File: src/rtl/assert_macros.svh
// Assertion macros used by the encoder's bit packer.
// Depends on nothing; each use names its clock and active-low reset.
`ifndef ASSERT_MACROS_SVH
`define ASSERT_MACROS_SVH

// expression holds at every clock edge out of reset
`define ASSERT_ALWAYS(lbl, clk, rst_n, expr) \
  lbl: assert property (@(posedge clk) disable iff (!rst_n) (expr)) \
    else $error("%m: assertion failed");

// same-cycle implication
`define ASSERT_IMPLIES(lbl, clk, rst_n, ante, cons) \
  lbl: assert property (@(posedge clk) disable iff (!rst_n) (ante) |-> (cons)) \
    else $error("%m: assertion failed");

// next-cycle implication
`define ASSERT_NEXT(lbl, clk, rst_n, ante, cons) \
  lbl: assert property (@(posedge clk) disable iff (!rst_n) (ante) |=> (cons)) \
    else $error("%m: assertion failed");

`endif

File: src/rtl/ecgdh_pkg.sv
// Types and constants for the ECG default Huffman encoder.
// Used by every RTL module of the block; depends on nothing.
`default_nettype none

package ecgdh_pkg;

  localparam int CODE_W = 26;   // longest code: nine ones, size bit, 16-bit payload
  localparam int LEN_W  = 5;
  localparam int PEND_W = 7;    // bits carried between samples
  localparam int ACC_W  = CODE_W + PEND_W;
  localparam int CNT_W  = 6;

  localparam logic [1:0] ORDER_RAW    = 2'd0;
  localparam logic [1:0] ORDER_FIRST  = 2'd1;
  localparam logic [1:0] ORDER_SECOND = 2'd2;

  typedef struct packed {
    logic signed [15:0] sample;
    logic               end_of_block;
  } in_item_t;

  typedef struct packed {
    logic [7:0] out_byte;
    logic       last_byte;
  } out_item_t;

  // one classified sample, right-aligned code
  typedef struct packed {
    logic [CODE_W-1:0] code;
    logic [LEN_W-1:0]  len;
    logic              last;
  } code_entry_t;

endpackage

`default_nettype wire

File: src/rtl/ecgdh_front.sv
// Front end: difference former and code classifier, holds diff_order and history.
// Depends on ecgdh_pkg.
`default_nettype none

module ecgdh_front (
  input  wire logic                clk,
  input  wire logic                rst_n,
  input  wire logic                cfg_wr_en,
  input  wire logic [1:0]          cfg_wr_data,
  input  wire logic                in_valid,
  output logic                     in_ready,
  input  wire ecgdh_pkg::in_item_t in_data,
  output logic                     push_valid,
  input  wire logic                push_ready,
  output ecgdh_pkg::code_entry_t   push_data
);

  logic [1:0]         diff_order_r;
  logic signed [15:0] prev_r, prev_nxt;
  logic signed [15:0] pprev_r, pprev_nxt;
  logic [1:0]         seen_r, seen_nxt;
  logic signed [15:0] raw_d;
  logic signed [15:0] d;
  logic signed [15:0] abs_d;
  logic [3:0]         mag;
  logic [8:0]         ones;
  logic               accept;

  assign accept     = in_valid && in_ready;
  assign in_ready   = push_ready;
  assign push_valid = in_valid;

  always_comb begin
    if (diff_order_r == ecgdh_pkg::ORDER_FIRST && seen_r != 2'd0) begin
      raw_d = in_data.sample - prev_r;
    end else if (diff_order_r == ecgdh_pkg::ORDER_SECOND && seen_r == 2'd2) begin
      raw_d = in_data.sample - (prev_r <<< 1) + pprev_r;
    end else begin
      raw_d = in_data.sample;
    end
    // most negative value folds onto the most positive
    d     = (raw_d == 16'sh8000) ? 16'sh7FFF : raw_d;
    abs_d = d[15] ? -d : d;
    mag   = abs_d[3:0];
    ones  = (9'd1 << mag) - 9'd1;

    push_data.last = in_data.end_of_block;
    if (d == 16'sd0) begin
      push_data.code = '0;
      push_data.len  = 5'd1;
    end else if (d >= -16'sd8 && d <= 16'sd8) begin
      push_data.code = {16'b0, ones[7:0], 1'b0, d[15]};
      push_data.len  = {1'b0, mag} + 5'd2;
    end else if (d >= -16'sd128 && d <= 16'sd127) begin
      push_data.code = {8'b0, 9'h1FF, 1'b0, d[7:0]};
      push_data.len  = 5'd18;
    end else begin
      push_data.code = {9'h1FF, 1'b1, d};
      push_data.len  = 5'd26;
    end
  end

  always_comb begin
    prev_nxt  = prev_r;
    pprev_nxt = pprev_r;
    seen_nxt  = seen_r;
    if (accept) begin
      if (in_data.end_of_block) begin
        prev_nxt  = '0;
        pprev_nxt = '0;
        seen_nxt  = 2'd0;
      end else begin
        prev_nxt  = in_data.sample;
        pprev_nxt = prev_r;
        seen_nxt  = (seen_r == 2'd2) ? 2'd2 : seen_r + 2'd1;
      end
    end
  end

  always_ff @(posedge clk) begin
    if (!rst_n) begin
      diff_order_r <= ecgdh_pkg::ORDER_RAW;
      prev_r       <= '0;
      pprev_r      <= '0;
      seen_r       <= 2'd0;
    end else begin
      if (cfg_wr_en) begin
        diff_order_r <= cfg_wr_data;
      end
      prev_r  <= prev_nxt;
      pprev_r <= pprev_nxt;
      seen_r  <= seen_nxt;
    end
  end

endmodule

`default_nettype wire

File: src/rtl/ecgdh_fifo.sv
// Short queue of classified codes between front and packer.
// Depends on ecgdh_pkg.
`default_nettype none

module ecgdh_fifo #(
  parameter int DEPTH = 4
) (
  input  wire logic                   clk,
  input  wire logic                   rst_n,
  input  wire logic                   push_valid,
  output logic                        push_ready,
  input  wire ecgdh_pkg::code_entry_t push_data,
  output logic                        pop_valid,
  input  wire logic                   pop_ready,
  output ecgdh_pkg::code_entry_t      pop_data
);

  localparam int PTR_W = (DEPTH > 1) ? $clog2(DEPTH) : 1;
  localparam int CNT_W = $clog2(DEPTH + 1);
  localparam logic [PTR_W-1:0] LAST_PTR = PTR_W'(DEPTH - 1);
  localparam logic [CNT_W-1:0] FULL_CNT = CNT_W'(DEPTH);

  ecgdh_pkg::code_entry_t mem [DEPTH];
  logic [PTR_W-1:0] wr_ptr_r, wr_ptr_nxt;
  logic [PTR_W-1:0] rd_ptr_r, rd_ptr_nxt;
  logic [CNT_W-1:0] count_r, count_nxt;
  logic             do_push, do_pop;

  assign push_ready = (count_r != FULL_CNT);
  assign pop_valid  = (count_r != '0);
  assign pop_data   = mem[rd_ptr_r];
  assign do_push    = push_valid && push_ready;
  assign do_pop     = pop_valid && pop_ready;

  always_comb begin
    wr_ptr_nxt = wr_ptr_r;
    rd_ptr_nxt = rd_ptr_r;
    count_nxt  = count_r;
    if (do_push) begin
      wr_ptr_nxt = (wr_ptr_r == LAST_PTR) ? '0 : wr_ptr_r + PTR_W'(1);
    end
    if (do_pop) begin
      rd_ptr_nxt = (rd_ptr_r == LAST_PTR) ? '0 : rd_ptr_r + PTR_W'(1);
    end
    if (do_push && !do_pop) begin
      count_nxt = count_r + CNT_W'(1);
    end else if (do_pop && !do_push) begin
      count_nxt = count_r - CNT_W'(1);
    end
  end

  always_ff @(posedge clk) begin
    if (do_push) begin
      mem[wr_ptr_r] <= push_data;
    end
  end

  always_ff @(posedge clk) begin
    if (!rst_n) begin
      wr_ptr_r <= '0;
      rd_ptr_r <= '0;
      count_r  <= '0;
    end else begin
      wr_ptr_r <= wr_ptr_nxt;
      rd_ptr_r <= rd_ptr_nxt;
      count_r  <= count_nxt;
    end
  end

endmodule

`default_nettype wire

File: src/rtl/ecgdh_pack.sv
// Back end: bit packer, merges codes with carried bits and emits one byte a beat.
// Depends on ecgdh_pkg and assert_macros.svh.
`default_nettype none
`include "assert_macros.svh"

module ecgdh_pack (
  input  wire logic                   clk,
  input  wire logic                   rst_n,
  input  wire logic                   pop_valid,
  output logic                        pop_ready,
  input  wire ecgdh_pkg::code_entry_t pop_data,
  output logic                        out_valid,
  input  wire logic                   out_ready,
  output ecgdh_pkg::out_item_t        out_data
);

  localparam int ACC_W  = ecgdh_pkg::ACC_W;
  localparam int CNT_W  = ecgdh_pkg::CNT_W;
  localparam int PEND_W = ecgdh_pkg::PEND_W;

  logic [ACC_W-1:0]  acc_r, acc_nxt, acc_w;
  logic [CNT_W-1:0]  cnt_r, cnt_nxt, cnt_w;
  logic              last_pend_r, last_pend_nxt, last_w;
  logic              out_valid_r, out_valid_nxt;
  ecgdh_pkg::out_item_t out_r, out_nxt;
  logic [PEND_W-1:0] pend_mask;
  logic [ACC_W-1:0]  pend;
  logic [ACC_W-1:0]  shifted;
  logic [7:0]        pad_byte;
  logic              can_emit, load;
  logic              emit_last;

  assign can_emit  = !out_valid_r || out_ready;
  assign load      = can_emit && (cnt_r < CNT_W'(8)) && !last_pend_r && pop_valid;
  assign pop_ready = load;
  assign out_valid = out_valid_r;
  assign out_data  = out_r;

  always_comb begin
    // only the low cnt_r bits are meaningful while loading
    pend_mask = ~({PEND_W{1'b1}} << cnt_r[2:0]);
    pend      = {{(ACC_W-PEND_W){1'b0}}, acc_r[PEND_W-1:0] & pend_mask};
    if (load) begin
      acc_w  = (pend << pop_data.len) | {{(ACC_W-ecgdh_pkg::CODE_W){1'b0}}, pop_data.code};
      cnt_w  = cnt_r + {1'b0, pop_data.len};
      last_w = pop_data.last;
    end else begin
      acc_w  = acc_r;
      cnt_w  = cnt_r;
      last_w = last_pend_r;
    end
    shifted  = acc_w >> (cnt_w - CNT_W'(8));
    pad_byte = acc_w[7:0] << (CNT_W'(8) - cnt_w);

    acc_nxt       = acc_r;
    cnt_nxt       = cnt_r;
    last_pend_nxt = last_pend_r;
    out_valid_nxt = out_valid_r;
    out_nxt       = out_r;
    emit_last     = 1'b0;
    if (can_emit) begin
      acc_nxt = acc_w;
      if (cnt_w >= CNT_W'(8)) begin
        cnt_nxt           = cnt_w - CNT_W'(8);
        last_pend_nxt     = last_w;
        out_valid_nxt     = 1'b1;
        out_nxt.out_byte  = shifted[7:0];
        out_nxt.last_byte = 1'b0;
      end else if (last_w) begin
        // flush: pad partial byte with zeros, or a zero byte when aligned
        acc_nxt           = '0;
        cnt_nxt           = '0;
        last_pend_nxt     = 1'b0;
        out_valid_nxt     = 1'b1;
        out_nxt.out_byte  = (cnt_w == '0) ? 8'h00 : pad_byte;
        out_nxt.last_byte = 1'b1;
        emit_last         = 1'b1;
      end else begin
        cnt_nxt       = cnt_w;
        last_pend_nxt = 1'b0;
        out_valid_nxt = 1'b0;
      end
    end
  end

  always_ff @(posedge clk) begin
    out_r <= out_nxt;
    acc_r <= acc_nxt;
  end

  always_ff @(posedge clk) begin
    if (!rst_n) begin
      cnt_r       <= '0;
      last_pend_r <= 1'b0;
      out_valid_r <= 1'b0;
    end else begin
      cnt_r       <= cnt_nxt;
      last_pend_r <= last_pend_nxt;
      out_valid_r <= out_valid_nxt;
    end
  end

  `ASSERT_ALWAYS(a_cnt_bound, clk, rst_n, cnt_r <= CNT_W'(25))
  `ASSERT_IMPLIES(a_load_drained, clk, rst_n, pop_ready, cnt_r < CNT_W'(8) && !last_pend_r)
  `ASSERT_NEXT(a_flush_clears, clk, rst_n, emit_last, cnt_r == '0 && !last_pend_r)

endmodule

`default_nettype wire

File: src/rtl/ecg_default_huffman_encoder.sv
// Path: a sample is classified combinationally, stored in the queue, and its first byte is
// registered in the packer's output register. Intake: one sample a cycle into a QUEUE_DEPTH-entry
// queue while it is not full; the packer emits one byte a cycle while out_ready allows it.
// The packer's one-byte-per-cycle output register sets the sustained rate.
// Reset (rst_n low, synchronous): diff_order to raw, history, queue and carried bits cleared.
`default_nettype none

module ecg_default_huffman_encoder #(
  parameter int QUEUE_DEPTH = 4
) (
  input  wire logic                 clk,
  input  wire logic                 rst_n,
  input  wire logic                 cfg_wr_en,
  input  wire logic [1:0]           cfg_wr_data,
  input  wire logic                 in_valid,
  output logic                      in_ready,
  input  wire ecgdh_pkg::in_item_t  in_data,
  output logic                      out_valid,
  input  wire logic                 out_ready,
  output ecgdh_pkg::out_item_t      out_data
);

  logic                   push_valid, push_ready;
  ecgdh_pkg::code_entry_t push_data;
  logic                   pop_valid, pop_ready;
  ecgdh_pkg::code_entry_t pop_data;

  ecgdh_front u_front (
    .clk         (clk),
    .rst_n       (rst_n),
    .cfg_wr_en   (cfg_wr_en),
    .cfg_wr_data (cfg_wr_data),
    .in_valid    (in_valid),
    .in_ready    (in_ready),
    .in_data     (in_data),
    .push_valid  (push_valid),
    .push_ready  (push_ready),
    .push_data   (push_data)
  );

  ecgdh_fifo #(
    .DEPTH (QUEUE_DEPTH)
  ) u_fifo (
    .clk        (clk),
    .rst_n      (rst_n),
    .push_valid (push_valid),
    .push_ready (push_ready),
    .push_data  (push_data),
    .pop_valid  (pop_valid),
    .pop_ready  (pop_ready),
    .pop_data   (pop_data)
  );

  ecgdh_pack u_pack (
    .clk       (clk),
    .rst_n     (rst_n),
    .pop_valid (pop_valid),
    .pop_ready (pop_ready),
    .pop_data  (pop_data),
    .out_valid (out_valid),
    .out_ready (out_ready),
    .out_data  (out_data)
  );

endmodule

`default_nettype wire

File: config.mk
export PLATFORM = sky130hd
export DESIGN_NAME = ecg_default_huffman_encoder
export DESIGN_NICKNAME = d
export VERILOG_FILES = /design/src/rtl/ecgdh_pkg.sv /design/src/rtl/ecgdh_front.sv /design/src/rtl/ecgdh_fifo.sv /design/src/rtl/ecgdh_pack.sv /design/src/rtl/ecg_default_huffman_encoder.sv
export VERILOG_INCLUDE_DIRS = /design/src /design/src/rtl
export SDC_FILE = /design/constraint.sdc
export NUM_CORES = 1
export LEC_CHECK = 0
export BUFFER_PORTS_ARGS = -buffer_cell sky130_fd_sc_hd__buf_2
export CAP_MARGIN = 30
export CORE_MARGIN = 2
export CORE_UTILIZATION = 35
export CTS_BUF_LIST = sky130_fd_sc_hd__clkbuf_4 sky130_fd_sc_hd__clkbuf_8 sky130_fd_sc_hd__clkbuf_16
export CTS_CLUSTER_SIZE = 40
export DETAILED_ROUTE_END_ITERATION = 10
export HOLD_SLACK_MARGIN = 0.03
export PLACE_DENSITY = 0.49
export SYNTH_ARGS = -nofsm -noshare
export SYNTH_HDL_FRONTEND = slang
export SYNTH_SLANG_ARGS = --single-unit
File: constraint.sdc
create_clock -name clk -period 6.51 [get_ports clk]
set_clock_uncertainty 0.15 [all_clocks]
set_input_delay 1.6275 -clock clk [delete_from_list [all_inputs] [get_ports clk]]
set_output_delay 1.6275 -clock clk [all_outputs]
set_load 0.02 [all_outputs]
# Word level (Yosys, flattened, before mapping)
# Memories as Yosys holds them, arrays and structs flattened. A register that Yosys moved wholly into a read port is not among the register bits.
# Cells that the tools add are included.
# totals
reg_bits	93
ramBits	128
input_bits	24
output_inout_bits	11
elab_cells	104
memories	1
# memory_table
name	depth	width	read_ports	rd_ports_with_merged_regs	wr	line	rtl
u_fifo.mem	4	32	1	1	1	ecgdh_fifo.sv:23	ecgdh_pkg::code_entry_t mem [DEPTH];
# classes
add_sub_neg	14
magnitude_cmp	6
eq_ne	7
shift	5
muxes	32
bitwise	3
n_reduce_logical	23
# ops
cell	count
33-bit two-way mux	3
31-bit two-way mux	3
16-bit two-way mux	5
33-bit by 26-bit bitwise OR with 33-bit output	1
7-bit by 5-bit left shift with 33-bit output	1
33-bit by 6-bit right shift with 8-bit output	1
16-bit subtractor	2
6-bit two-way mux	3
9-bit two-way mux	2
16-bit adder	1
16-bit == test (second input constant)	1
16-bit by 4-bit greater-or-equal comparator with 1-bit output (second input constant)	1
16-bit by 8-bit greater-or-equal comparator with 1-bit output (second input constant)	1
16-bit by 5-bit less-or-equal comparator with 1-bit output (second input constant)	1
16-bit by 8-bit less-or-equal comparator with 1-bit output (second input constant)	1
16-bit zero test	1
2-bit two-way mux	6
1-bit logical AND	11
2-bit == test (second input constant)	4
8-bit two-way mux	1
1-bit by 4-bit left shift with 8-bit output (first input constant)	1
8-bit by 6-bit left shift with 8-bit output	1
8-bit by 1-bit subtractor with 8-bit output (second input constant)	1
7-bit AND	1
23 further kinds	36

# Depth between registers and ports, before layout
# Gate-level depths: netlist of the first run.
# depth
depth_word	12
mapped_depth	20
depth_no_buf	19

# Hierarchy
# Synthesis of the first run repeated with hierarchy kept, for this count alone.
# unflattened
cells_unflattened	1576
area_unflattened_um2	15427.3
# by_module_without_submodules
module	instances	cells_each	area_each_um2	seq_area_each_um2
ecgdh_pack	1	692	5561.6	1421.4
ecgdh_fifo	1	218	5094.9	4023.9
ecgdh_front	1	666	4770.8	720.7

# Least setup slack after synthesis of the first run
# OpenSTA, ideal clock, no wires.
# synth_path
path_type	input -> register
startpoint	input in_data[3] in the netlist's numbering
endpoint	memory u_fifo.mem[0][14] in the netlist's numbering, data pin
setup_ns	0.190
arrival_ns	5.558
t_required_ns	6.170
path_slack_ns	0.612
path_stages	20
n_path_buf	1
cell_sequence	inv_1 fa_1 inv_1 ha_1 nor2b_1 o2111a_1 or4_1 nand3_1 a41o_1 and2_1 nand4_1 or4b_1 buf_2 nand2_1 nor2_1 nand2_1 ha_1 o211ai_1 mux2_2 o211ai_1
# synth_lines
element	line	rtl
from (decl)	ecg_default_huffman_encoder.sv:17	input wire ecgdh_pkg::in_item_t in_data,
to (decl)	ecgdh_fifo.sv:23	

==> impl_metrics.ini, run 1 <==
[sta]
setup_slack_ns = 0.4908
finalMaxSlewViolations = 0
rsz0062_at_grt = false
timing.final.crit_period_ns = 6.019
setup-violations-final = 0
slew_headroom_pct = 35.46
timing.final.hold_violations = 0
crit_share_post_route_pct = 92.46
timing.setup.tns_ns = 0
fmax_ghz = 0.1661
worst_slew_pin_slew_ns = 0.9600

[yosys]
synth.mux.area_fraction_pct = 8.214
synth_xor_xnor_area_share_pct = 1.752
synth-seq-cells = 191
synthAdderAreaFrac_pct = 7.250
ys_types = 101
synth_top_family_by_area = compound AO/OA/AOI/OAI gates
yosys.area_share.simple_pct = 18.12
post_synth_arst_share_pct = 0
syn_area_mm2 = 0.01350
ys.warnings.count = 0
most_common_flop_cell_mapped_by_yosys = sky130_fd_sc_hd__edfxtp_1
postSynthNetCount = 1536
syn_area_per_cell_um2 = 9.346
synth_compound_area_share_pct = 20.40
synth_edf_count = 138
synth_seq_area_share_pct = 38.57
synthCells = 1444

[drt]
wl_met2_um = 18500
topRoutingLayerUsed = met4
route.detailed.vias_per_inst = 5.566
met1Wirelength_um = 17030
wl_met3_um = 1578
drt_iter0_drc = 722
detail_route.first_pass.iterations = 6
post_route_wl_um = 37960
drc = 0
route.vias.total = 10940
wire_per_inst_um = 19.32
count_of_antenna_violating_nets_left_after_detailed_routing = 0

[setup_path]
critical_path.max_fanout = 6
worstSetupStartpointType = primary input
worstPathArrival_ns = 6.11
worstSetupPathType = in -> reg
path_cells = buf_2 > inv_1 > fa_1 > inv_1 > ha_1 > a21o_1 > a211oi_1 > o22ai_1 > mux2i_1 > a211oi_1 > or3_1 > nand4_1 > or4b_1 > nand2_1 > nor2_1 > nand2_1 > ha_1 > o211ai_1 > mux2_2 > o211ai_1
worstPathRequired_ns = 6.60
slowest_delay_ns = 0.58
critical_path.endpoint_type = flop
crit_slowest_cell = sky130_fd_sc_hd__or4b_1

[power]
vdd.ir_drop.worst_mv = 0.2683
powerDensity_mw_per_mm2 = 498.9
cellLeakagePower_nw = 5.309

[cts]
clkTransAtPathRegs_ns = 0.08
number_of_buffers_inserted_during_clock_tree_synthesis = 17
clk_latency_ns = 0.46
tritoncts = done
postCtsHoldBufs = 0
cts_buffer_depth = 2
total_number_of_h_tree_levels = 4
count_of_clock_tree_sinks = 191
post_cts.repair.setup_buffers = 0
cts_root_buffer = sky130_fd_sc_hd__clkbuf_16
ctsResizeCount = 0

[grt]
grt_usage_pct = 19.25
grt_max_degree = 73
global_route_wire_length_before_repair_um = 61640
sum_of_overflow_across_all_layers_after_global_routing = 0
antenna_found_initial = 0
via_count_of_the_first_global_routing_pass = 11180

[final_layout]
synthToLayoutAreaGrowth_pct = 9.383
multi_input_area_mm2 = 0.007533
drive_gt1_share_pct = 12.31
layout.filler_cells = 3858
nets = 1533
seq_area_mm2 = 0.005206
instances_no_fill = 1965
antenna_cells = 0

[job]
maxcap_violations = 0

[floorplanning]
chipHeight_um = 200.4
core_area_mm2 = 0.03784
die_area_mm2 = 0.04014
floorplan.io_pins = 35
initial_core_util_pct = 35.66
fp.dieW_um = 200.4
floorplan.rows = 71

[placed_design]
dp.final_hpwl_um = 27890
port_buffers = 34
preCtsSetupSlack_ns = 0.04787
placed_cells_incl_taps = 1933
globalplace.congestion = 0.8886

[min_path]
hp-class = reg -> reg

[outcome]
status = finished, final reports clean
layer usage:
metal  vias up  global-route usage (%)
met2       264                   33.28
met1      5268                   24.57
met3        54                   3.189
met5         -                       0
met4         0                   6.005
li1       5352                       -
cells in the final DEF, fill, tap and decap left out, types with 11 or more instances in the layout:
master                      netlist  final
sky130_fd_sc_hd__o22ai_1         15     15
sky130_fd_sc_hd__a21oi_1        119    119
sky130_fd_sc_hd__dfxtp_1         53     52
sky130_fd_sc_hd__mux2i_1         38     37
sky130_fd_sc_hd__a31oi_1         21     21
sky130_fd_sc_hd__mux4_2          24     24
sky130_fd_sc_hd__mux2_2          13     13
sky130_fd_sc_hd__a211oi_1        26     26
sky130_fd_sc_hd__edfxtp_1       138    138
sky130_fd_sc_hd__inv_1           91     91
sky130_fd_sc_hd__nand3_1         27     27
sky130_fd_sc_hd__or3_1           11     11
sky130_fd_sc_hd__nor2_1         122    122
sky130_fd_sc_hd__o31ai_1         13     13
sky130_fd_sc_hd__a21boi_0        11     11
sky130_fd_sc_hd__o21ai_0         39     39
sky130_fd_sc_hd__buf_2           28     34
sky130_fd_sc_hd__o21a_1          15     15
sky130_fd_sc_hd__nor2b_1         58     58
sky130_fd_sc_hd__and3_1          21     21
sky130_fd_sc_hd__a21o_1          14     14
sky130_fd_sc_hd__ha_1            51     51
sky130_fd_sc_hd__xnor2_1         19     19
sky130_fd_sc_hd__buf_4            1     34
sky130_fd_sc_hd__o211ai_1        17     17
sky130_fd_sc_hd__o21ai_1         13     13
sky130_fd_sc_hd__nor3_1          71     71
sky130_fd_sc_hd__clkbuf_16        0     17
sky130_fd_sc_hd__nand2_1        116    115
sky130_fd_sc_hd__fa_1            17     17
metrics by stage:
step           area, µm²  hold WS, ns  utilization (%)  total power (W)
2_1_floorplan      13500       0.3040                -         0.005107
3_3_place_gp       14170       0.3327            37.44         0.006279
3_5_place_dp       14170       0.3438            37.44         0.006279
4_1_cts            14760       0.3548            39.01         0.007370
5_1_grt            14760       0.3858            39.01         0.007944
6_report           14760       0.3473            39.01         0.007365
area by class of cell:
class | count | share of cell area, %
Multi-Input combinational cell | 1067 | 51.03
Sequential cell | 191 | 35.27
Tap cell | 511 | 4.331
Clock buffer | 17 | 2.882
Timing Repair Buffer | 68 | 2.882
Inverter | 96 | 2.458
Clock inverter | 15 | 1.144
power by group:
group	switching [W]	total, W	internal [W]	leakage (nW)
sequential	0.000139	0.00180	0.00166	1.76
combinational	0.00290	0.00450	0.00160	3.27
clock	0.000548	0.00106	0.000517	0.283
total	0.00359	0.00737	0.00378	5.31
worst max-delay path: cells and delay by family:
kind                       cells  cell delay (ns)
AOI/OAI and AO/OA              6             1.47
adders and majority gates      3             1.15
buffers and inverters          3             0.21
muxes                          2             0.42
and+or+nand+nor                6             1.22
state kept, by name, indices dropped and copies added (netlist names), named ones only:
| name | cells |
|---|---|
| u_fifo.rd_ptr_r | 2 |
| u_front.seen_r | 2 |
| u_pack.cnt_r | 6 |
| u_front.pprev_r | 16 |
| u_fifo.count_r | 3 |
| u_pack.out_data | 9 |
| u_pack.acc_r | 33 |
| u_fifo.mem | 96 |
| u_front.diff_order_r | 2 |
| u_fifo.wr_ptr_r | 2 |
| u_front.prev_r | 16 |
| u_pack.last_pend_r | 1 |
| u_pack.out_valid | 1 |
final timing paths:
path | from | to | slack (ns) | cells past startpoint
min | u_pack.last_pend_r$_SDFFE_PN0N_ | u_pack.last_pend_r$_SDFFE_PN0N_ | 0.35 | 2
min reg2reg | u_pack.last_pend_r$_SDFFE_PN0N_ | u_pack.last_pend_r$_SDFFE_PN0N_ | 0.35 | 2
max | in_data[13] | u_fifo.mem[2][14]$_DFFE_PP_ | 0.49 | 20
max reg2reg | flop | u_pack.out_data[5]$_DFFE_PP_ | 1.14 | 14
cell usage after synthesis (5+ instances only):
cell type,instances,area (µm²)
sky130_fd_sc_hd__o2111ai_1,5,43.79
sky130_fd_sc_hd__o21ai_0,39,195.2
sky130_fd_sc_hd__o32ai_1,7,61.31
sky130_fd_sc_hd__xor2_1,8,70.07
sky130_fd_sc_hd__mux2_2,13,146.4
sky130_fd_sc_hd__mux2i_1,38,380.4
sky130_fd_sc_hd__ha_1,51,638.1
sky130_fd_sc_hd__a21o_1,14,105.1
sky130_fd_sc_hd__a21oi_1,119,595.6
sky130_fd_sc_hd__nand4_1,8,50.05
sky130_fd_sc_hd__a211o_1,6,52.55
sky130_fd_sc_hd__nor2b_1,58,362.9
sky130_fd_sc_hd__o221ai_1,8,70.07
sky130_fd_sc_hd__a22oi_1,8,60.06
sky130_fd_sc_hd__nor3_1,71,355.3
sky130_fd_sc_hd__mux4_2,24,540.5
sky130_fd_sc_hd__nand2_1,116,435.4
sky130_fd_sc_hd__o21ai_1,13,65.06
sky130_fd_sc_hd__a31oi_1,21,131.4
sky130_fd_sc_hd__o31ai_1,13,97.59
sky130_fd_sc_hd__and2_1,8,50.05
sky130_fd_sc_hd__buf_1,6,22.52
sky130_fd_sc_hd__a211oi_1,26,195.2
sky130_fd_sc_hd__xnor2_1,19,166.4
sky130_fd_sc_hd__o21a_1,15,112.6
sky130_fd_sc_hd__o211ai_1,17,127.6
sky130_fd_sc_hd__and3_1,21,131.4
sky130_fd_sc_hd__nor2_1,122,457.9
sky130_fd_sc_hd__nor4_1,6,37.54
sky130_fd_sc_hd__dfxtp_1,53,1061
sky130_fd_sc_hd__fa_1,17,340.3
sky130_fd_sc_hd__nand3_1,27,135.1
sky130_fd_sc_hd__edfxtp_1,138,4144
sky130_fd_sc_hd__buf_2,28,140.1
sky130_fd_sc_hd__inv_1,91,341.6
sky130_fd_sc_hd__a21boi_0,11,82.58
sky130_fd_sc_hd__or3_1,11,68.82
sky130_fd_sc_hd__nand2b_1,7,43.79
sky130_fd_sc_hd__clkbuf_1,51,191.4
sky130_fd_sc_hd__nor3b_1,5,37.54
sky130_fd_sc_hd__o22ai_1,15,93.84
cells by family after synthesis:
logic type               count (synthesis)
AND/OR/NAND/NOR                        493
AO/OA/AOI/OAI                          401
flip-flops                             191
buffers and inverters                  186
multiplexers                            78
adder cells (fa/ha/maj)                 68
XOR/XNOR                                27
Note: power is estimated with default switching activity, not from simulation.
==> run 2, diff against run 1 <==
--- a/config.mk
+++ b/config.mk
@@ -15,6 +15,7 @@
 export DETAILED_ROUTE_END_ITERATION = 10
 export HOLD_SLACK_MARGIN = 0.03
 export PLACE_DENSITY = 0.49
+export SLEW_MARGIN = 0
 export SYNTH_ARGS = -nofsm -noshare
 export SYNTH_HDL_FRONTEND = slang
 export SYNTH_SLANG_ARGS = --single-unit
==> constraint.sdc (replaced) <==
create_clock -name clk -period 6.7 [get_ports clk]
set_clock_uncertainty 0.15 [all_clocks]
set_input_delay 1.675 -clock clk [delete_from_list [all_inputs] [get_ports clk]]
set_output_delay 1.675 -clock clk [all_outputs]
set_load 0.02 [all_outputs]
==> run 2 against run 1 <==
  * Power fell by 2.4%
  * Wire length shrank 0.73%
  * Sequential power fell by 3%
  * Non-clock buffer count down 5
  * Critical endpoint is now u_fifo.mem[3][14]$_DFFE_PP_
  * Utilization is 0.063 points lower
  * Via count fell by 0.38%
  * Sequential cell count stayed put
  * Clock power barely moved
  * Hold slack barely moved
  * Global-route usage fell by 0.31 points
  * Largest cell class unchanged
  * Register-to-register slack better by 0.30 ns
==> impl_metrics.ini, run 2 (synthesis gave the netlist of run 1 again) <==
[outcome]
status = finished, final reports clean

[setup_path]
worstPathArrival_ns = 6.20
ff2ff_path_depth = 14
worstSetupStartpointType = primary input
worstSetupPathType = in -> reg
r2r_end = u_pack.out_data[5]$_DFFE_PP_
critical_path.endpoint_type = flop
worstPathRequired_ns = 6.79
critical_path.max_fanout = 5
ff2ff_setup_slack_ns = 1.44

[final_layout]
synthToLayoutAreaGrowth_pct = 9.206
nets = 1528
top_register = u_fifo.mem
leading_cell_type_in_the_layout_fill_and_taps_excluded = sky130_fd_sc_hd__edfxtp_1
instances_no_fill = 1960
reg_top3 = u_fifo.mem x96, u_pack.acc_r x33
drive_gt1_share_pct = 12.01
largest_register_ffs = 96
final_cell_mix = sky130_fd_sc_hd__edfxtp_1 (138), sky130_fd_sc_hd__nor2_1 (122), sky130_fd_sc_hd__a21oi_1 (119)
antenna_cells = 0

[drt]
wl_met3_um = 1164
count_of_antenna_violating_nets_left_after_detailed_routing = 0
wl_met2_um = 18590
route.detailed.vias_per_inst = 5.559
detail_route.first_pass.iterations = 5
met1Wirelength_um = 17250
post_route_wl_um = 37680
drc = 0
route.vias.total = 10900
wire_per_inst_um = 19.23
topRoutingLayerUsed = met4
drt_iter0_drc = 637

[grt]
sum_of_overflow_across_all_layers_after_global_routing = 0
antenna_found_initial = 0
grt_usage_pct = 18.93
grt_max_degree = 73
global_route_wire_length_before_repair_um = 60810
via_count_of_the_first_global_routing_pass = 10810

[sta]
crit_share_post_route_pct = 91.21
timing.setup.tns_ns = 0
timing.final.hold_violations = 0
slew_headroom_pct = 39.02
worst_slew_pin_slew_ns = 0.9069
hold_slack_ns = 0.3473
rsz0062_at_grt = false
timing.final.crit_period_ns = 6.111
fmax_ghz = 0.1636
finalMaxSlewViolations = 0
setup-violations-final = 0

[cts]
tritoncts = done
post_cts.repair.setup_buffers = 0
cts_root_buffer = sky130_fd_sc_hd__clkbuf_16
number_of_buffers_inserted_during_clock_tree_synthesis = 17
postCtsHoldBufs = 0
count_of_clock_tree_sinks = 191
clkTransAtPathRegs_ns = 0.08
cts_buffer_depth = 2
total_number_of_h_tree_levels = 4
clk_latency_ns = 0.45
ctsResizeCount = 0

[power]
powerDensity_mw_per_mm2 = 487.8
power_w = 0.007190
vdd.ir_drop.worst_mv = 0.2159
cellLeakagePower_nw = 5.302

[placed_design]
dp.final_hpwl_um = 27820
placed_cells_incl_taps = 1928
globalplace.congestion = 0.8651
port_buffers = 34

[floorplanning]
core_area_mm2 = 0.03784
fp.dieW_um = 200.4
die_area_mm2 = 0.04014
chipHeight_um = 200.4
initial_core_util_pct = 35.66
floorplan.rows = 71
floorplan.io_pins = 35

[min_path]
min_to = u_pack.last_pend_r$_SDFFE_PN0N_
hold_depth = 2
worst_hold_startpoint = u_pack.last_pend_r$_SDFFE_PN0N_
hp-class = reg -> reg

[job]
maxcap_violations = 0
[run 2: layer usage]
metal | up-vias | track usage, %
met5 | - | 0
met4 | 0 | 5.450
met3 | 38 | 2.083
met2 | 226 | 32.53
met1 | 5301 | 25.20
li1 | 5331 | -
[run 2: power breakdown]
group / switching, W / internal (W) / leakage, nW
Clock: 0.000525 / 0.000541 / 0.300
Sequential: 0.000127 / 0.00161 / 1.76
Combinational: 0.00283 / 0.00155 / 3.24
Total: 0.00348 / 0.00371 / 5.30
[run 2: through the flow]
stage | utilization [%] | cell area [µm²] | setup slack (ns)
6_report | 38.94 | 14740 | 0.5891
5_1_grt | 38.94 | 14740 | 0.2428
4_1_cts | 38.94 | 14740 | 0.6343
3_5_place_dp | 37.34 | 14130 | 0.1809
3_3_place_gp | 37.34 | 14130 | 0.3489
2_1_floorplan | - | 13500 | 0.7544
[run 2: final cells by class]
cell class              instances  area, µm²
fillers                      3879      23110
clock buffers                  19      475.5
multi-input cells            1067       7533
repair buffers                 63      387.9
well taps                     511      639.4
clock inverters                13      132.6
flip-flops and latches        191       5206
inverters                      96      362.8
[run 2: how the worst max path moves through the flow]
stage	from	endpoint	slack [ns]	cells after the start
final	in_data[5]	u_fifo.mem[3][14]$_DFFE_PP_	0.59	20
after global routing	in_data[5]	u_fifo.mem[0][14]$_DFFE_PP_	0.24	20
after CTS	in_data[5]	u_fifo.mem[0][14]$_DFFE_PP_	0.63	20
after detailed placement	in_data[5]	u_fifo.mem[0][14]$_DFFE_PP_	0.18	20
after global placement	in_data[5]	u_fifo.mem[0][14]$_DFFE_PP_	0.35	20
after floorplan	in_data[3]	u_fifo.mem[0][14]$_DFFE_PP_	0.75	20
[run 2: critical path: stages]
cell	delay (ns)
sky130_fd_sc_hd__buf_2	0.11
sky130_fd_sc_hd__inv_1	0.08
sky130_fd_sc_hd__fa_1	0.53
sky130_fd_sc_hd__inv_1	0.04
sky130_fd_sc_hd__ha_1	0.36
sky130_fd_sc_hd__a21oi_2	0.24
sky130_fd_sc_hd__o21a_1	0.21
sky130_fd_sc_hd__nand2_1	0.13
sky130_fd_sc_hd__a21boi_2	0.24
sky130_fd_sc_hd__xnor2_1	0.09
sky130_fd_sc_hd__a222oi_1	0.40
sky130_fd_sc_hd__and4_1	0.32
sky130_fd_sc_hd__or4b_1	0.50
sky130_fd_sc_hd__nand2_1	0.16
sky130_fd_sc_hd__nor2_1	0.09
sky130_fd_sc_hd__nand2_1	0.08
sky130_fd_sc_hd__ha_1	0.25
sky130_fd_sc_hd__o211ai_1	0.11
sky130_fd_sc_hd__mux2_2	0.29
sky130_fd_sc_hd__o211ai_1	0.30
==> run 3, diff against run 2 <==
--- a/config.mk
+++ b/config.mk
@@ -8,6 +8,7 @@
 export LEC_CHECK = 0
 export BUFFER_PORTS_ARGS = -buffer_cell sky130_fd_sc_hd__buf_2
 export CAP_MARGIN = 30
+export CORE_ASPECT_RATIO = 0.8
 export CORE_MARGIN = 2
 export CORE_UTILIZATION = 35
 export CTS_BUF_LIST = sky130_fd_sc_hd__clkbuf_4 sky130_fd_sc_hd__clkbuf_8 sky130_fd_sc_hd__clkbuf_16
==> constraint.sdc (replaced) <==
create_clock -name clk -period 6.7 [get_ports clk]
set_clock_uncertainty 0.15 [all_clocks]
set_input_delay 0.67 -clock clk [delete_from_list [all_inputs] [get_ports clk]]
set_output_delay 0.67 -clock clk [all_outputs]
set_load 0.02 [all_outputs]
==> run 3 against run 2 <==
  * Sequential share of layout area rose by 0.20 points
  * Critical path depth did not move
  * Via count is 2.9% higher
  * Hold slack worse by 0.035 ns
  * Largest power group unchanged
  * Setup slack better by 0.46 ns
  * Clock-buffer cell count decreased by 2
  * Register-to-register slack worse by 0.36 ns
  * Die area hardly changed
  * Final cell count shrank 1.1%
  * Non-clock buffer count decreased by 6
  * Sequential cell count unchanged
  * Maximum frequency is 8.1% higher
  * Highest routed layer unchanged
==> impl_metrics.ini, run 3 (synthesis gave the netlist of run 1 again) <==
[outcome]
status = finished, final reports clean

[final_layout]
synthToLayoutAreaGrowth_pct = 8.604
antenna_cells = 0
nets = 1522
top_register = u_fifo.mem
reg_top3 = u_fifo.mem x96, u_pack.acc_r x33
postLayoutCoreUtil_pct = 38.45
largest_register_ffs = 96
leading_cell_type_in_the_layout_fill_and_taps_excluded = sky130_fd_sc_hd__edfxtp_1
drive_gt1_share_pct = 11.57
instances_no_fill = 1938
final_cell_mix = sky130_fd_sc_hd__edfxtp_1 (138), sky130_fd_sc_hd__nor2_1 (122), sky130_fd_sc_hd__a21oi_1 (119)

[min_path]
hold_depth = 3
worst_hold_startpoint = cfg_wr_data[0]
min_to = u_front.diff_order_r[0]$_SDFFE_PN0P_
hp-class = in -> reg

[placed_design]
dp.final_hpwl_um = 29110
globalplace.congestion = 0.9025
preCtsSetupSlack_ns = 0.6436
placed_cells_incl_taps = 1904
port_buffers = 34

[sta]
worst_slew_pin_slew_ns = 0.9690
setup_slack_ns = 1.049
fmax_ghz = 0.1769
timing.setup.tns_ns = 0
crit_share_post_route_pct = 84.35
setup-violations-final = 0
rsz0062_at_grt = false
finalMaxSlewViolations = 0
slew_headroom_pct = 35.40
timing.final.hold_violations = 0
timing.final.crit_period_ns = 5.651

[cts]
clk_latency_ns = 0.47
tritoncts = done
cts_root_buffer = sky130_fd_sc_hd__clkbuf_16
post_cts.repair.setup_buffers = 0
total_number_of_h_tree_levels = 4
ctsResizeCount = 0
postCtsHoldBufs = 0
clkTransAtPathRegs_ns = 0.08
number_of_buffers_inserted_during_clock_tree_synthesis = 17
count_of_clock_tree_sinks = 191
cts_buffer_depth = 2

[grt]
antenna_found_initial = 0
grtUsageMet1_pct = 31.32
sum_of_overflow_across_all_layers_after_global_routing = 0
grtUsageMet2_pct = 27.26
global_route_wire_length_before_repair_um = 62930
grt_max_degree = 72
grt_usage_pct = 20.13
via_count_of_the_first_global_routing_pass = 10550
global_route.usage.met3_pct = 5.476
global_route.peak_usage_layer = met1

[setup_path]
critPathTopFamily = simple AND/OR/NAND/NOR gates
crit_slowest_cell = sky130_fd_sc_hd__or4b_1
worstSetupPathType = in -> reg
ff2ff_setup_slack_ns = 1.08
worstPathRequired_ns = 6.80
path_cells = buf_2 > inv_1 > fa_1 > inv_1 > ha_1 > a21o_1 > a211oi_1 > o22ai_1 > mux2i_1 > a211oi_1 > or3_1 > nand4_1 > or4b_1 > nand2_1 > nor2_1 > nand2_1 > ha_1 > o211ai_1 > mux2_2 > o211ai_1
r2r_end = u_fifo.mem[0][14]$_DFFE_PP_
worstPathArrival_ns = 5.75
worstSetupStartpointType = primary input
reg2reg_from = u_front.pprev_r[4]$_SDFFE_PN0P_
slowest_delay_ns = 0.82
critical_path.endpoint_type = flop
path_buf_inv = 3
ff2ff_path_depth = 19
critical_path.max_fanout = 16

[drt]
route.vias.total = 11220
wire_per_inst_um = 20.54
drc = 0
post_route_wl_um = 39800
count_of_antenna_violating_nets_left_after_detailed_routing = 0
drt_iter0_drc = 909
route.detailed.vias_per_inst = 5.787
detail_route.first_pass.iterations = 6

[job]
maxcap_violations = 0

[floorplanning]
initial_core_util_pct = 35.41
die_area_mm2 = 0.04015
core_area_mm2 = 0.03812
floorplan.io_pins = 35
floorplan.rows = 64
fp.dieW_um = 223.5
chipHeight_um = 179.6

[power]
powerDensity_mw_per_mm2 = 497.8
cellLeakagePower_nw = 5.260
vdd.ir_drop.worst_mv = 0.3919
power_w = 0.007297
==> run 3: cell count changes in the layout (fill, tap and decap cells not counted), sizes merged <==
| cell | previous run | this run |
|---|---|---|
| clkinv | 8 | 10 |
| clkbuf | 19 | 18 |
| buf | 63 | 56 |
==> run 3: stage by stage <==
stage | hold WS, ns | area (µm²)
global placement | 0.3209 | 14050
detailed placement | 0.3291 | 14050
finish | 0.3127 | 14660
global route | 0.3266 | 14660
CTS | 0.2884 | 14640
floorplan | 0.3040 | 13500
==> run 3: cell type report <==
cell class / count / area, µm²
Inverter: 96 / 362.8
Clock buffer: 17 / 425.4
Timing Repair Buffer: 57 / 340.3
Clock inverter: 15 / 168.9
Sequential cell: 191 / 5206
Fill cell: 3888 / 23460
Multi-Input combinational cell: 1067 / 7533
Tap cell: 495 / 619.3
==> run 3: layer usage <==
layer / part of all wire [%] / wire, µm
met3: 8.0 / 3165
met2: 39 / 15690
met5: 0 / 0
met4: 0.96 / 384
met1: 52 / 20560
==> run 3: how the worst max path moves through the flow <==
stage,startpoint,slack (ns),to,depth (start not counted)
after floorplan,in_data[3],1.76,u_fifo.mem[0][14]$_DFFE_PP_,20
final,in_data[13],1.05,u_fifo.mem[0][14]$_DFFE_PP_,20
after global placement,in_data[5],0.80,u_fifo.mem[0][14]$_DFFE_PP_,20
after CTS,u_front.pprev_r[4]$_SDFFE_PN0P_,1.11,u_fifo.mem[0][14]$_DFFE_PP_,19
after detailed placement,in_data[5],0.64,u_fifo.mem[1][14]$_DFFE_PP_,20
after global routing,in_data[13],0.69,u_fifo.mem[0][14]$_DFFE_PP_,20
==> run 3: worst reg2reg max path: stages (launching register included) <==
cell and delay [ns]:
sky130_fd_sc_hd__dfxtp_1 0.34, sky130_fd_sc_hd__inv_1 0.06, sky130_fd_sc_hd__fa_1 0.49, sky130_fd_sc_hd__inv_1 0.04, sky130_fd_sc_hd__ha_1 0.36, sky130_fd_sc_hd__a21oi_2 0.25, sky130_fd_sc_hd__o21a_1 0.21, sky130_fd_sc_hd__nand2_1 0.13
sky130_fd_sc_hd__a21boi_2 0.22, sky130_fd_sc_hd__xnor2_1 0.10, sky130_fd_sc_hd__a222oi_1 0.59, sky130_fd_sc_hd__and4_1 0.36, sky130_fd_sc_hd__or4b_1 0.73, sky130_fd_sc_hd__nand2_1 0.24, sky130_fd_sc_hd__nor2_1 0.10, sky130_fd_sc_hd__nand2_1 0.07
sky130_fd_sc_hd__ha_1 0.27, sky130_fd_sc_hd__o211ai_1 0.11, sky130_fd_sc_hd__mux2_2 0.28, sky130_fd_sc_hd__o211ai_1 0.31
==> run 3: power by group <==
part / switching [W] / leakage [nW] / internal, W / total [W]
combinational: 0.00294 / 3.21 / 0.00155 / 0.00449
clock: 0.000546 / 0.289 / 0.000502 / 0.00105
sequential: 0.000145 / 1.76 / 0.00161 / 0.00176
